===== config.mk =====
export PLATFORM = sky130hd
export DESIGN_NAME = reversible_deque_drop_engine_flat
export DESIGN_NICKNAME = d
export VERILOG_FILES = /design/src/rdd_pkg.sv /design/src/rdd_if.sv /design/src/rdd_ram.sv /design/src/reversible_deque_drop_engine.sv /design/src/flat_wrapper.sv
export SDC_FILE = /design/constraint.sdc
export NUM_CORES = 1
export LEC_CHECK = 0
export BUFFER_PORTS_ARGS = -buffer_cell sky130_fd_sc_hd__buf_2
export CORE_MARGIN = 5
export CORE_UTILIZATION = 50
export DETAILED_ROUTE_END_ITERATION = 7
export PLACE_DENSITY = 0.76
export SKIP_LAST_GASP = 1
export SYNTH_ARGS = -nofsm -noshare
export SYNTH_HDL_FRONTEND = slang
export SYNTH_SLANG_ARGS = --single-unit

===== constraint.sdc =====
create_clock -name i_clk -period 4 [get_ports i_clk]
set_clock_uncertainty 0.05 [all_clocks]
set_input_delay 0.8 -clock i_clk [delete_from_list [all_inputs] [get_ports i_clk]]
set_output_delay 0.8 -clock i_clk [all_outputs]
set_load 0.05 [all_outputs]

===== src/rdd_pkg.sv =====
// Package for the reversible deque drop engine.
// Holds function and status codes, field widths and the control state type.
// No dependencies.
`default_nettype none

package rdd_pkg;

    // Payload widths fixed by the item format
    localparam int unsigned VAL_W = 8;

    // Function code of an input item
    typedef enum logic [1:0] {
        FN_PUSH    = 2'd0,
        FN_REVERSE = 2'd1,
        FN_DROP    = 2'd2,
        FN_FINISH  = 2'd3
    } t_func;

    // Status code of a result item
    typedef enum logic [1:0] {
        ST_VALID    = 2'd0,
        ST_EMPTY    = 2'd1,
        ST_ERROR    = 2'd2,
        ST_OVERFLOW = 2'd3
    } t_status;

    // Control state: accept commands, or drain the store
    typedef enum logic [0:0] {
        S_IDLE  = 1'b0,
        S_DRAIN = 1'b1
    } t_state;

endpackage

`default_nettype wire


===== src/rdd_if.sv =====
// Valid/ready channel interfaces of the deque engine: command items in,
// result items out. Depends on rdd_pkg.
`default_nettype none

interface rdd_in_if;
    import rdd_pkg::*;

    logic               valid;
    logic               ready;
    t_func              func;
    logic [VAL_W-1:0]   value;

    modport source (output valid, output func, output value, input ready);
    modport sink   (input valid, input func, input value, output ready);
endinterface

interface rdd_out_if;
    import rdd_pkg::*;

    logic               valid;
    logic               ready;
    t_status            status;
    logic [VAL_W-1:0]   value_res;
    logic               last;

    modport source (output valid, output status, output value_res, output last,
                    input ready);
    modport sink   (input valid, input status, input value_res, input last,
                    output ready);
endinterface

`default_nettype wire


===== src/rdd_ram.sv =====
// Generic single-port-write, single-port-read RAM with registered read data.
// Read data holds while no read is issued. No dependencies.
`default_nettype none

module rdd_ram #(
    parameter int unsigned WIDTH = 8,
    parameter int unsigned DEPTH = 64
) (
    input  wire logic                     i_clk,
    input  wire logic                     i_we,
    input  wire logic [$clog2(DEPTH)-1:0] i_waddr,
    input  wire logic [WIDTH-1:0]         i_wdata,
    input  wire logic                     i_re,
    input  wire logic [$clog2(DEPTH)-1:0] i_raddr,
    output      logic [WIDTH-1:0]         o_rdata
);

    logic [WIDTH-1:0] r_mem [DEPTH];

    // Write port
    always_ff @(posedge i_clk) begin
        if (i_we) begin
            r_mem[i_waddr] <= i_wdata;
        end
    end

    // Registered read port
    always_ff @(posedge i_clk) begin
        if (i_re) begin
            o_rdata <= r_mem[i_raddr];
        end
    end

endmodule

`default_nettype wire


===== src/reversible_deque_drop_engine.sv =====
// Reversible deque drop engine: ring-buffer deque in one RAM, with direction flag.
// Push, reverse and drop give no result item.
// Finish with a stored list drains one element per cycle unless the output stalls,
// through a RAM read, then the output register; the RAM read port sets that rate.
// Finish on an empty store or after an error or overflow gives one item next cycle.
// Synchronous active-low reset clears head pointer, count and flags; RAM is not cleared.
`default_nettype none

module reversible_deque_drop_engine #(
    parameter int unsigned DEPTH      = 64,
    parameter int unsigned VALUE_BITS = 8
) (
    input  wire logic  i_clk,
    input  wire logic  i_rst_n,
    rdd_in_if.sink     i_item,
    rdd_out_if.source  o_res
);
    import rdd_pkg::*;

    localparam int unsigned AW = $clog2(DEPTH);
    localparam int unsigned CW = $clog2(DEPTH + 1);
    localparam int unsigned SW = CW + 1;

    // Pointer helpers, modulo DEPTH
    function automatic logic [AW-1:0] ptr_inc(input logic [AW-1:0] p);
        logic [AW-1:0] res;
        res = (p == AW'(DEPTH - 1)) ? '0 : p + AW'(1);
        return res;
    endfunction

    function automatic logic [AW-1:0] ptr_dec(input logic [AW-1:0] p);
        logic [AW-1:0] res;
        res = (p == '0) ? AW'(DEPTH - 1) : p - AW'(1);
        return res;
    endfunction

    // Sum below twice DEPTH, folded back with one compare and subtract
    function automatic logic [AW-1:0] ptr_fold(input logic [SW-1:0] s);
        logic [SW-1:0] res;
        res = (s >= SW'(DEPTH)) ? s - SW'(DEPTH) : s;
        return res[AW-1:0];
    endfunction

    // Control state
    t_state          r_state, n_state;
    logic [AW-1:0]   r_head;
    logic [CW-1:0]   r_count;
    logic            r_rev;
    logic            r_err;
    logic            r_ovf;

    // Drain pipeline
    logic [AW-1:0]   r_rptr;
    logic [CW-1:0]   r_left;
    logic            r_dir;
    logic            r_rdv;
    logic            r_rd_last;

    // Output register
    logic            r_out_valid;
    t_status         r_out_status;
    logic [VAL_W-1:0] r_out_value;
    logic            r_out_last;

    // RAM ports
    logic                  ram_we;
    logic [AW-1:0]         ram_waddr;
    logic [VALUE_BITS-1:0] ram_wdata;
    logic                  ram_re;
    logic [VALUE_BITS-1:0] ram_rdata;

    logic            item_rdy;
    logic            acc;
    logic            out_free;
    logic            out_load;
    logic            fin_single;
    logic            fin_drain;
    t_status         fin_status;
    logic [AW-1:0]   tail_ptr;
    logic [AW-1:0]   back_ptr;

    rdd_ram #(
        .WIDTH (VALUE_BITS),
        .DEPTH (DEPTH)
    ) u_store (
        .i_clk   (i_clk),
        .i_we    (ram_we),
        .i_waddr (ram_waddr),
        .i_wdata (ram_wdata),
        .i_re    (ram_re),
        .i_raddr (r_rptr),
        .o_rdata (ram_rdata)
    );

    // Handshake and decode
    assign out_free   = !r_out_valid || o_res.ready;
    assign acc        = i_item.valid && item_rdy;
    assign out_load   = (r_state == S_DRAIN) && r_rdv && out_free;
    assign tail_ptr   = ptr_fold(SW'(r_head) + SW'(r_count));
    assign back_ptr   = ptr_fold(SW'(r_head) + SW'(r_count) - SW'(1));
    assign fin_drain  = (i_item.func == FN_FINISH) && !r_err && !r_ovf && (r_count != '0);
    assign fin_single = (i_item.func == FN_FINISH) && !fin_drain;

    always_comb begin
        if (r_err) begin
            fin_status = ST_ERROR;
        end else if (r_ovf) begin
            fin_status = ST_OVERFLOW;
        end else begin
            fin_status = ST_EMPTY;
        end
    end

    // Next state
    always_comb begin
        n_state = r_state;
        case (r_state)
            S_IDLE: begin
                if (acc && fin_drain) begin
                    n_state = S_DRAIN;
                end
            end
            S_DRAIN: begin
                if (out_load && r_rd_last) begin
                    n_state = S_IDLE;
                end
            end
            default: n_state = S_IDLE;
        endcase
    end

    // State outputs: item ready, RAM write and read enables
    always_comb begin
        item_rdy  = 1'b0;
        ram_we    = 1'b0;
        ram_re    = 1'b0;
        ram_waddr = tail_ptr;
        ram_wdata = VALUE_BITS'(i_item.value);
        case (r_state)
            S_IDLE: begin
                item_rdy = out_free;
                ram_we   = acc && (i_item.func == FN_PUSH) && (r_count != CW'(DEPTH));
            end
            S_DRAIN: begin
                ram_re = (r_left != '0) && (!r_rdv || out_load);
            end
            default: begin
                item_rdy = 1'b0;
            end
        endcase
    end

    // Control registers
    always_ff @(posedge i_clk) begin
        if (!i_rst_n) begin
            r_state     <= S_IDLE;
            r_head      <= '0;
            r_count     <= '0;
            r_rev       <= 1'b0;
            r_err       <= 1'b0;
            r_ovf       <= 1'b0;
            r_left      <= '0;
            r_rdv       <= 1'b0;
            r_out_valid <= 1'b0;
        end else begin
            r_state <= n_state;

            // Command handling
            if (acc) begin
                case (i_item.func)
                    FN_PUSH: begin
                        if (r_count == CW'(DEPTH)) begin
                            r_ovf <= 1'b1;
                        end else begin
                            r_count <= r_count + CW'(1);
                        end
                    end
                    FN_REVERSE: begin
                        r_rev <= !r_rev;
                    end
                    FN_DROP: begin
                        if (r_count == '0) begin
                            r_err <= 1'b1;
                        end else begin
                            if (!r_rev) begin
                                r_head <= ptr_inc(r_head);
                            end
                            r_count <= r_count - CW'(1);
                        end
                    end
                    FN_FINISH: begin
                        if (fin_drain) begin
                            r_left <= r_count;
                        end
                        r_head  <= '0;
                        r_count <= '0;
                        r_rev   <= 1'b0;
                        r_err   <= 1'b0;
                        r_ovf   <= 1'b0;
                    end
                    default: begin
                        r_rev <= r_rev;
                    end
                endcase
            end

            // Drain read issue and read-data slot
            if (ram_re) begin
                r_left <= r_left - CW'(1);
                r_rdv  <= 1'b1;
            end else if (out_load) begin
                r_rdv <= 1'b0;
            end

            // Output register valid
            if ((acc && fin_single) || out_load) begin
                r_out_valid <= 1'b1;
            end else if (o_res.ready) begin
                r_out_valid <= 1'b0;
            end
        end
    end

    // Payload registers
    always_ff @(posedge i_clk) begin
        if (acc && fin_drain) begin
            r_dir  <= r_rev;
            r_rptr <= r_rev ? back_ptr : r_head;
        end else if (ram_re) begin
            r_rptr <= r_dir ? ptr_dec(r_rptr) : ptr_inc(r_rptr);
        end
        if (ram_re) begin
            r_rd_last <= (r_left == CW'(1));
        end
        if (acc && fin_single) begin
            r_out_status <= fin_status;
            r_out_value  <= '0;
            r_out_last   <= 1'b1;
        end else if (out_load) begin
            r_out_status <= ST_VALID;
            r_out_value  <= VAL_W'(ram_rdata);
            r_out_last   <= r_rd_last;
        end
    end

    assign i_item.ready    = item_rdy;
    assign o_res.valid     = r_out_valid;
    assign o_res.status    = r_out_status;
    assign o_res.value_res = r_out_value;
    assign o_res.last      = r_out_last;

`ifndef SYNTHESIS
    a_count_range: assert property (@(posedge i_clk) disable iff (!i_rst_n)
        r_count <= CW'(DEPTH))
        else $error("element count above depth");

    a_no_write_in_drain: assert property (@(posedge i_clk) disable iff (!i_rst_n)
        ram_we |-> (r_state == S_IDLE))
        else $error("store write during drain");

    a_rdv_in_drain: assert property (@(posedge i_clk) disable iff (!i_rst_n)
        r_rdv |-> (r_state == S_DRAIN))
        else $error("read data pending outside drain");

    a_drain_progress: assert property (@(posedge i_clk) disable iff (!i_rst_n)
        (r_state == S_DRAIN) |-> ((r_left != '0) || r_rdv))
        else $error("drain stalled with nothing left");

    a_last_ends_drain: assert property (@(posedge i_clk) disable iff (!i_rst_n)
        (out_load && r_rd_last) |=> (r_state == S_IDLE) && r_out_valid && r_out_last)
        else $error("final drain item did not end the drain");
`endif

endmodule

`default_nettype wire


===== src/flat_wrapper.sv =====
// flat-port wrapper written by rule: the top's interface ports become plain ports
module reversible_deque_drop_engine_flat import rdd_pkg::*;
#(
    parameter int unsigned DEPTH      = 64,
    parameter int unsigned VALUE_BITS = 8
)
  (i_clk, i_rst_n, i_item_valid, i_item_func, i_item_value, i_item_ready, o_res_valid, o_res_status, o_res_value_res, o_res_last, o_res_ready);
  rdd_in_if i_item_i ();
  rdd_out_if o_res_i ();
  input  wire logic i_clk;
  input  wire logic i_rst_n;
  input wire logic [$bits(i_item_i.valid)-1:0] i_item_valid;
  input wire logic [$bits(i_item_i.func)-1:0] i_item_func;
  input wire logic [$bits(i_item_i.value)-1:0] i_item_value;
  output wire logic [$bits(i_item_i.ready)-1:0] i_item_ready;
  output wire logic [$bits(o_res_i.valid)-1:0] o_res_valid;
  output wire logic [$bits(o_res_i.status)-1:0] o_res_status;
  output wire logic [$bits(o_res_i.value_res)-1:0] o_res_value_res;
  output wire logic [$bits(o_res_i.last)-1:0] o_res_last;
  input wire logic [$bits(o_res_i.ready)-1:0] o_res_ready;
  assign i_item_i.valid = i_item_valid;
  assign i_item_i.func = i_item_func;
  assign i_item_i.value = i_item_value;
  assign i_item_ready = i_item_i.ready;
  assign o_res_valid = o_res_i.valid;
  assign o_res_status = o_res_i.status;
  assign o_res_value_res = o_res_i.value_res;
  assign o_res_last = o_res_i.last;
  assign o_res_i.ready = o_res_ready;
  reversible_deque_drop_engine #(.DEPTH(DEPTH), .VALUE_BITS(VALUE_BITS)) u_core (.i_clk(i_clk), .i_rst_n(i_rst_n), .i_item(i_item_i), .o_res(o_res_i));
endmodule

==> flow_summary.yaml, run 1 <==
status:
  status: "completed"
timing:
  tightest_slew_ns: 1.089
  setup_viol_count_final: 0
  fin_crit_ns: 3.466
  slew_violations: 0
  hold_violations: 0
  fmax_mhz: 288.5
  finalCritPeriodShare_pct: 86.64
  slew_headroom_pct: 27.43
  rsz0062_at_grt: "false"
  fin_tns_setup_ns: 0
worst_setup_path:
  crit_fanout: 8
  reg2reg_from: "u_core.r_count[0]$_SDFFE_PN0P_"
  cp-end-kind: "flop"
  arrival_ns: 3.64
  crit_slowest_cell: "nor2_1"
  rr_worst_depth: 7
  r2r_slack_ns: 0.53
  worstReg2RegEnd: "u_core.u_store.r_mem[41][5]$_DFFE_PP_"
  critPathKind: "flop to flop"
  cp-start-kind: "flop"
  path_cells: "ha_1, inv_1, fa_1, xor2_1, nand2_1, or2_2, nor2_1"
  critPathBufInv: 1
  worstPathRequired_ns: 4.17
  slowest_delay_ns: 0.66
  critPathTopFamily: "simple AND/OR/NAND/NOR gates"
synth:
  synthTopCellsByCount: "edfxtp_1, mux4_2, nor2_1"
  synth_nets: 1314
  synth.ff_latch_count: 565
  synth.most_common_cell: "edfxtp_1"
  syn_avg_cell_area_um2: 17.90
  syn_inst: 1281
  synth_top_area_share_pct: 69.39
  synth_sequential_area_ratio_pct: 72.45
  synth_top_family_by_area: "multiplexers"
  syn_area_um2: 22930
  synth_cell_types: 68
  synth.largest_area_cell: "edfxtp_1"
  synthSimpleGateAreaFrac_pct: 5.035
  yosys-top-cells-area: "edfxtp_1, mux4_2, dfxtp_1"
  synth-edff-count: 530
  yosys_warnings: 0
  synth_compound_area_share_pct: 5.636
  synth_top_flop_cell: "edfxtp_1"
  async_reset_ff_share_pct: 0
  synth_mux_area_share_pct: 12.96
  synth_xor_area_share_pct: 0.6492
  synth_fa_ha_area_share_pct: 1.102
global_routing:
  grt_pass1_vias: 12390
  overflow: 0
  grt_first_pass_wirelength_um: 77950
  antenna_found_initial: 0
  grt_use_total_pct: 20.66
  grt_max_degree: 65
die:
  core-area_um2: 45380
  dieHeight_um: 224.2
  initial_core_util_pct: 50.54
  num_rows: 78
  top_level_ports: 27
  die_area_um2: 50250
  fp.dieW_um: 224.2
clock_tree:
  hold_buffers: 0
  ctsHtreeMaxLevel: 2
  clock-sinks: 565
  cts_tree: "built"
  post_cts_buffers: 0
  clockBufferDepth: 3
  cts_resized: 0
  cts.clk_slew.worst_paths_ns: 0.06
  root_buffer: "clkbuf_16"
  numCtsBuffers: 54
  clock_latency_ns: 0.61
worst_hold_path:
  min_delay_path_depth: 2
  hold_end: "u_core.o_res.value_res[5]$_SDFFE_PP0P_"
  hold_class: "flop to flop"
  hp-start: "u_core.o_res.value_res[5]$_SDFFE_PP0P_"
drt:
  drc: 0
  drt-initial-drc-count: 1385
  via_per_inst: 6.203
  ant_nets: 0
  wl_per_cell_um: 25.74
  vias: 12510
  firstDrtPassIters: 5
  wirelength_um: 51920
cells_and_area:
  multi_input_area_um2: 5827
  final_net_count: 1405
  register_area_um2: 16620
  final_cells: 2017
  fillers: 3333
  drive_gt1_share_pct: 22.44
  syn_to_final_growth_pct: 12.68
  antenna_cells: 0
place:
  portBuffers: 26
  dpl.hpwl_um: 32580
  gp_congestion: 0.9677
  place_inst: 1916
pwr:
  power.leakage_uw: 0.008436
  powerDensity_nw_per_um2: 470.8
  peakVddDrop_mv: 0.3403
flow_run:
  maxCapViolCount: 0
-- final cells by class --
class,instances,area share [%]
multi-input cells,629,22.55
well taps,600,2.905
inverters,21,0.3050
clock buffers,68,5.752
flip-flops and latches,565,64.30
clock inverters,33,1.317
repair buffers,101,2.876
-- cell usage in the layout, fill, tap and decap left out, drive strengths merged, types with 7 or more instances in the layout --
cell type,netlist,routed
mux4,108,108
o22ai,7,7
or3,8,8
mux2i,45,45
nand2,54,54
mux2,8,8
xor2,8,8
o211ai,11,11
a31oi,7,7
o221ai,19,19
a21oi,51,51
a221oi,13,13
ha,17,17
o21ai,16,16
nand3,24,24
edfxtp,530,530
clkbuf,28,68
nor2,102,102
nand2b,10,10
nor2b,7,7
dfxtp,35,35
nor3,9,9
clkinv,0,21
a211oi,8,8
xnor2,9,9
a22oi,19,19
buf,38,101
a22o,10,10
inv,21,23
-- routing by layer --
metal / routed length [um] / GRT usage (%) / vias to the layer above / share of wire (%)
li1: - / - / 5361 / -
met1: 20440 / 28.94 / 6383 / 39
met2: 24860 / 32.52 / 654 / 48
met3: 4521 / 4.141 / 113 / 8.7
met4: 2101 / 7.975 / 0 / 4.0
met5: 0 / 0 / - / 0
-- how the worst max path moves through the flow --
| stage | startpoint | to | cells past startpoint |
|---|---|---|---|
| 2_1_floorplan | u_core.r_count[0]$_SDFFE_PN0P_ | u_core.u_store.r_mem[0][0]$_DFFE_PP_ | 9 |
| 4_1_cts | u_core.r_count[0]$_SDFFE_PN0P_ | u_core.u_store.r_mem[57][1]$_DFFE_PP_ | 9 |
| 3_5_place_dp | i_item_func[1] | u_core.u_store.r_mem[55][2]$_DFFE_PP_ | 5 |
| 5_1_grt | u_core.r_count[0]$_SDFFE_PN0P_ | u_core.u_store.r_mem[57][1]$_DFFE_PP_ | 9 |
| 6_report | u_core.r_count[0]$_SDFFE_PN0P_ | u_core.u_store.r_mem[41][5]$_DFFE_PP_ | 7 |
| 3_3_place_gp | i_item_func[1] | u_core.u_store.r_mem[12][7]$_DFFE_PP_ | 7 |
-- worst register-to-register path: stages (launching register included) --
cell and delay (ns):
dfxtp_1 0.50, ha_1 0.23, inv_1 0.06, fa_1 0.42
xor2_1 0.48, nand2_1 0.18, or2_2 0.49, nor2_1 0.66
-- logic make-up after synthesis --
family / count (synthesis)
AOI/OAI and AO/OA: 184
xor gates and xnor gates: 17
adders and majority gates: 19
buffers and inverters: 87
DFF: 565
muxes: 161
and+or+nand+nor: 248
-- power breakdown --
part           internal (uW)  total (uW)  switching (uW)
logic                    157         489             331
registers               6480        6510            25.3
clock network           3030        5170            2140
-- flip-flops by register name (all words and copies together) (netlist names), 2 cells and up --
register / cells
u_core.u_store.r_mem: 512
u_core.o_res.value_res: 8
u_core.u_store.o_rdata: 8
u_core.r_count: 7
u_core.r_left: 7
u_core.r_head: 6
u_core.r_rptr: 6
u_core.o_res.status: 2
-- stage by stage --
step	utilization [%]	setup WS, ns	power, uW	area (um^2)	hold slack, ns
finish	56.95	0.5343	12170	25840	0.4033
global route	56.95	0.3963	12550	25840	0.4361
CTS	56.95	0.5998	12250	25840	0.4093
detailed placement	52.92	0.2427	7111	24020	0.4012
global placement	52.92	0.2704	7100	24020	0.3936
floorplan	-	0.8527	6907	22930	0.4069
(Power assumes the default switching activity.)
==> run 2: changes to the inputs <==
--- a/config.mk
+++ b/config.mk
@@ -9,6 +9,7 @@
 export CORE_MARGIN = 5
 export CORE_UTILIZATION = 50
 export DETAILED_ROUTE_END_ITERATION = 7
+export MAX_ROUTING_LAYER = met4
 export PLACE_DENSITY = 0.76
 export SKIP_LAST_GASP = 1
 export SYNTH_ARGS = -nofsm -noshare
==> flow_summary.yaml, run 2 (same netlist as run 1, synthesis figures left out) <==
worst_setup_path:
  reg2reg_from: "u_core.r_count[0]$_SDFFE_PN0P_"
  cp-end-kind: "flop"
  cp-start-kind: "flop"
  rr_worst_depth: 7
  path_cells: "ha_1, inv_1, fa_1, xor2_1, nand2_1, or2_2, nor2_1"
  arrival_ns: 3.69
  cp-startpoint: "u_core.r_count[0]$_SDFFE_PN0P_"
  cp-endpoint: "u_core.u_store.r_mem[33][0]$_DFFE_PP_"
  slowest_delay_ns: 0.72
  worstReg2RegEnd: "u_core.u_store.r_mem[33][0]$_DFFE_PP_"
  critical_path_depth: 7
  critPathBufInv: 1
  crit_fanout: 8
  worstPathRequired_ns: 4.18
  critPathKind: "flop to flop"
  r2r_slack_ns: 0.49
  crit_slowest_cell: "nor2_1"
  critPathTopFamily: "simple AND/OR/NAND/NOR gates"
place:
  place_worst_setup_slack_ns: 0.2747
  dpl.hpwl_um: 32840
  dpl-instance-area_um2: 24020
  portBuffers: 26
  gp_congestion: 0.9661
global_routing:
  antenna_found_initial: 0
  grt_first_pass_wirelength_um: 78200
  grt_max_degree: 57
  grt_pass1_vias: 12420
  overflow: 0
  grt_use_total_pct: 21.19
timing:
  setup_ws_ns: 0.4937
  setup_viol_count_final: 0
  finalCritPeriodShare_pct: 87.66
  rsz0062_at_grt: "false"
  fin_tns_setup_ns: 0
  fin_crit_ns: 3.506
  hold_violations: 0
  fin_hold_ws_ns: 0.4075
  fmax_mhz: 285.2
  slew_headroom_pct: 24.12
  tightest_slew_ns: 1.138
  slew_violations: 0
cells_and_area:
  final_net_count: 1406
  antenna_cells: 0
  drive_gt1_share_pct: 21.58
  final_area_um2: 25780
  syn_to_final_growth_pct: 12.41
  regMostFlops: "u_core.u_store.r_mem"
  final_common_cell: "edfxtp_1"
  largest_register_ffs: 512
  layout_common_cells: "edfxtp_1, mux4_2, nor2_1"
die:
  core-area_um2: 45380
  fp.dieW_um: 224.2
  dieHeight_um: 224.2
  num_rows: 78
  top_level_ports: 27
  die_area_um2: 50250
  initial_core_util_pct: 50.54
clock_tree:
  cts_tree: "built"
  cts_resized: 0
  numCtsBuffers: 54
  clock_latency_ns: 0.62
  post_cts_buffers: 0
  clockBufferDepth: 3
  hold_buffers: 0
  clock-sinks: 565
  ctsHtreeMaxLevel: 2
  root_buffer: "clkbuf_16"
  cts.clk_slew.worst_paths_ns: 0.06
pwr:
  power.leakage_uw: 0.008392
  powerDensity_nw_per_um2: 467.7
  peakVddDrop_mv: 0.3012
drt:
  vias: 12500
  ant_nets: 0
  via_per_inst: 6.196
  drc: 0
  firstDrtPassIters: 6
  wl_per_cell_um: 25.76
  drt-initial-drc-count: 1576
  wirelength_um: 51980
flow_run:
  maxCapViolCount: 0
status:
  status: "completed"
worst_hold_path:
  hold_class: "flop to flop"
[run 2: changes by cell type in the layout (fill, tap and decap cells not counted), moves of 2 or more]
cell and delta:
clkinv_2 -7, clkinv_1 +12, clkbuf_8 -4, clkbuf_16 -2
[run 2: worst min path at each step]
stage,slack (ns),endpoint,cells after the start,from
3_5_place_dp,0.40,u_core.o_res.value_res[2]$_SDFFE_PP0P_,2,u_core.o_res.value_res[2]$_SDFFE_PP0P_
6_report,0.41,u_core.o_res.value_res[2]$_SDFFE_PP0P_,2,u_core.o_res.value_res[2]$_SDFFE_PP0P_
2_1_floorplan,0.41,u_core.r_left[1]$_SDFFE_PN0P_,2,u_core.r_left[1]$_SDFFE_PN0P_
3_3_place_gp,0.39,u_core.o_res.value_res[1]$_SDFFE_PP0P_,2,u_core.o_res.value_res[1]$_SDFFE_PP0P_
5_1_grt,0.43,u_core.o_res.value_res[7]$_SDFFE_PP0P_,2,u_core.o_res.value_res[7]$_SDFFE_PP0P_
4_1_cts,0.41,u_core.o_res.value_res[2]$_SDFFE_PP0P_,2,u_core.o_res.value_res[2]$_SDFFE_PP0P_
[run 2: layer usage]
layer  wire length (um)  global-route usage (%)
met5                  0                       -
met2              24380                   31.82
met4               1920                   7.562
met3               4693                   4.442
met1              20980                   29.25
[run 2: tightest hold or removal path: cells and delay by family (launching register included)]
family	cells	cell delay [ns]
AND/OR/NAND/NOR	1	0.05
AO/OA/AOI/OAI	1	0.05
flip-flops	1	0.31
[run 2: layout make-up]
cell class                      count  area [um^2]
Fill cell                        3311        19600
Sequential cell                   565        16620
Multi-Input combinational cell    629         5827
Clock buffer                       63         1385
Timing Repair Buffer              102        750.7
Tap cell                          600        750.7
Clock inverter                     38        372.9
Inverter                           21        78.83
[run 2: power breakdown]
group	internal (uW)	switching, uW	total (uW)
Combinational	157	330	487
Clock	2880	2190	5070
Sequential	6480	25.7	6510
Total	9520	2540	12100
[run 2: through the flow]
step                power, uW  instances  utilization (%)
CTS                     12120       2018            56.81
finish                  12060       2018            56.81
global route            12420       2018            56.81
detailed placement       7113       1917            52.94
floorplan                6907       1281                -
global placement         7099       1917            52.94
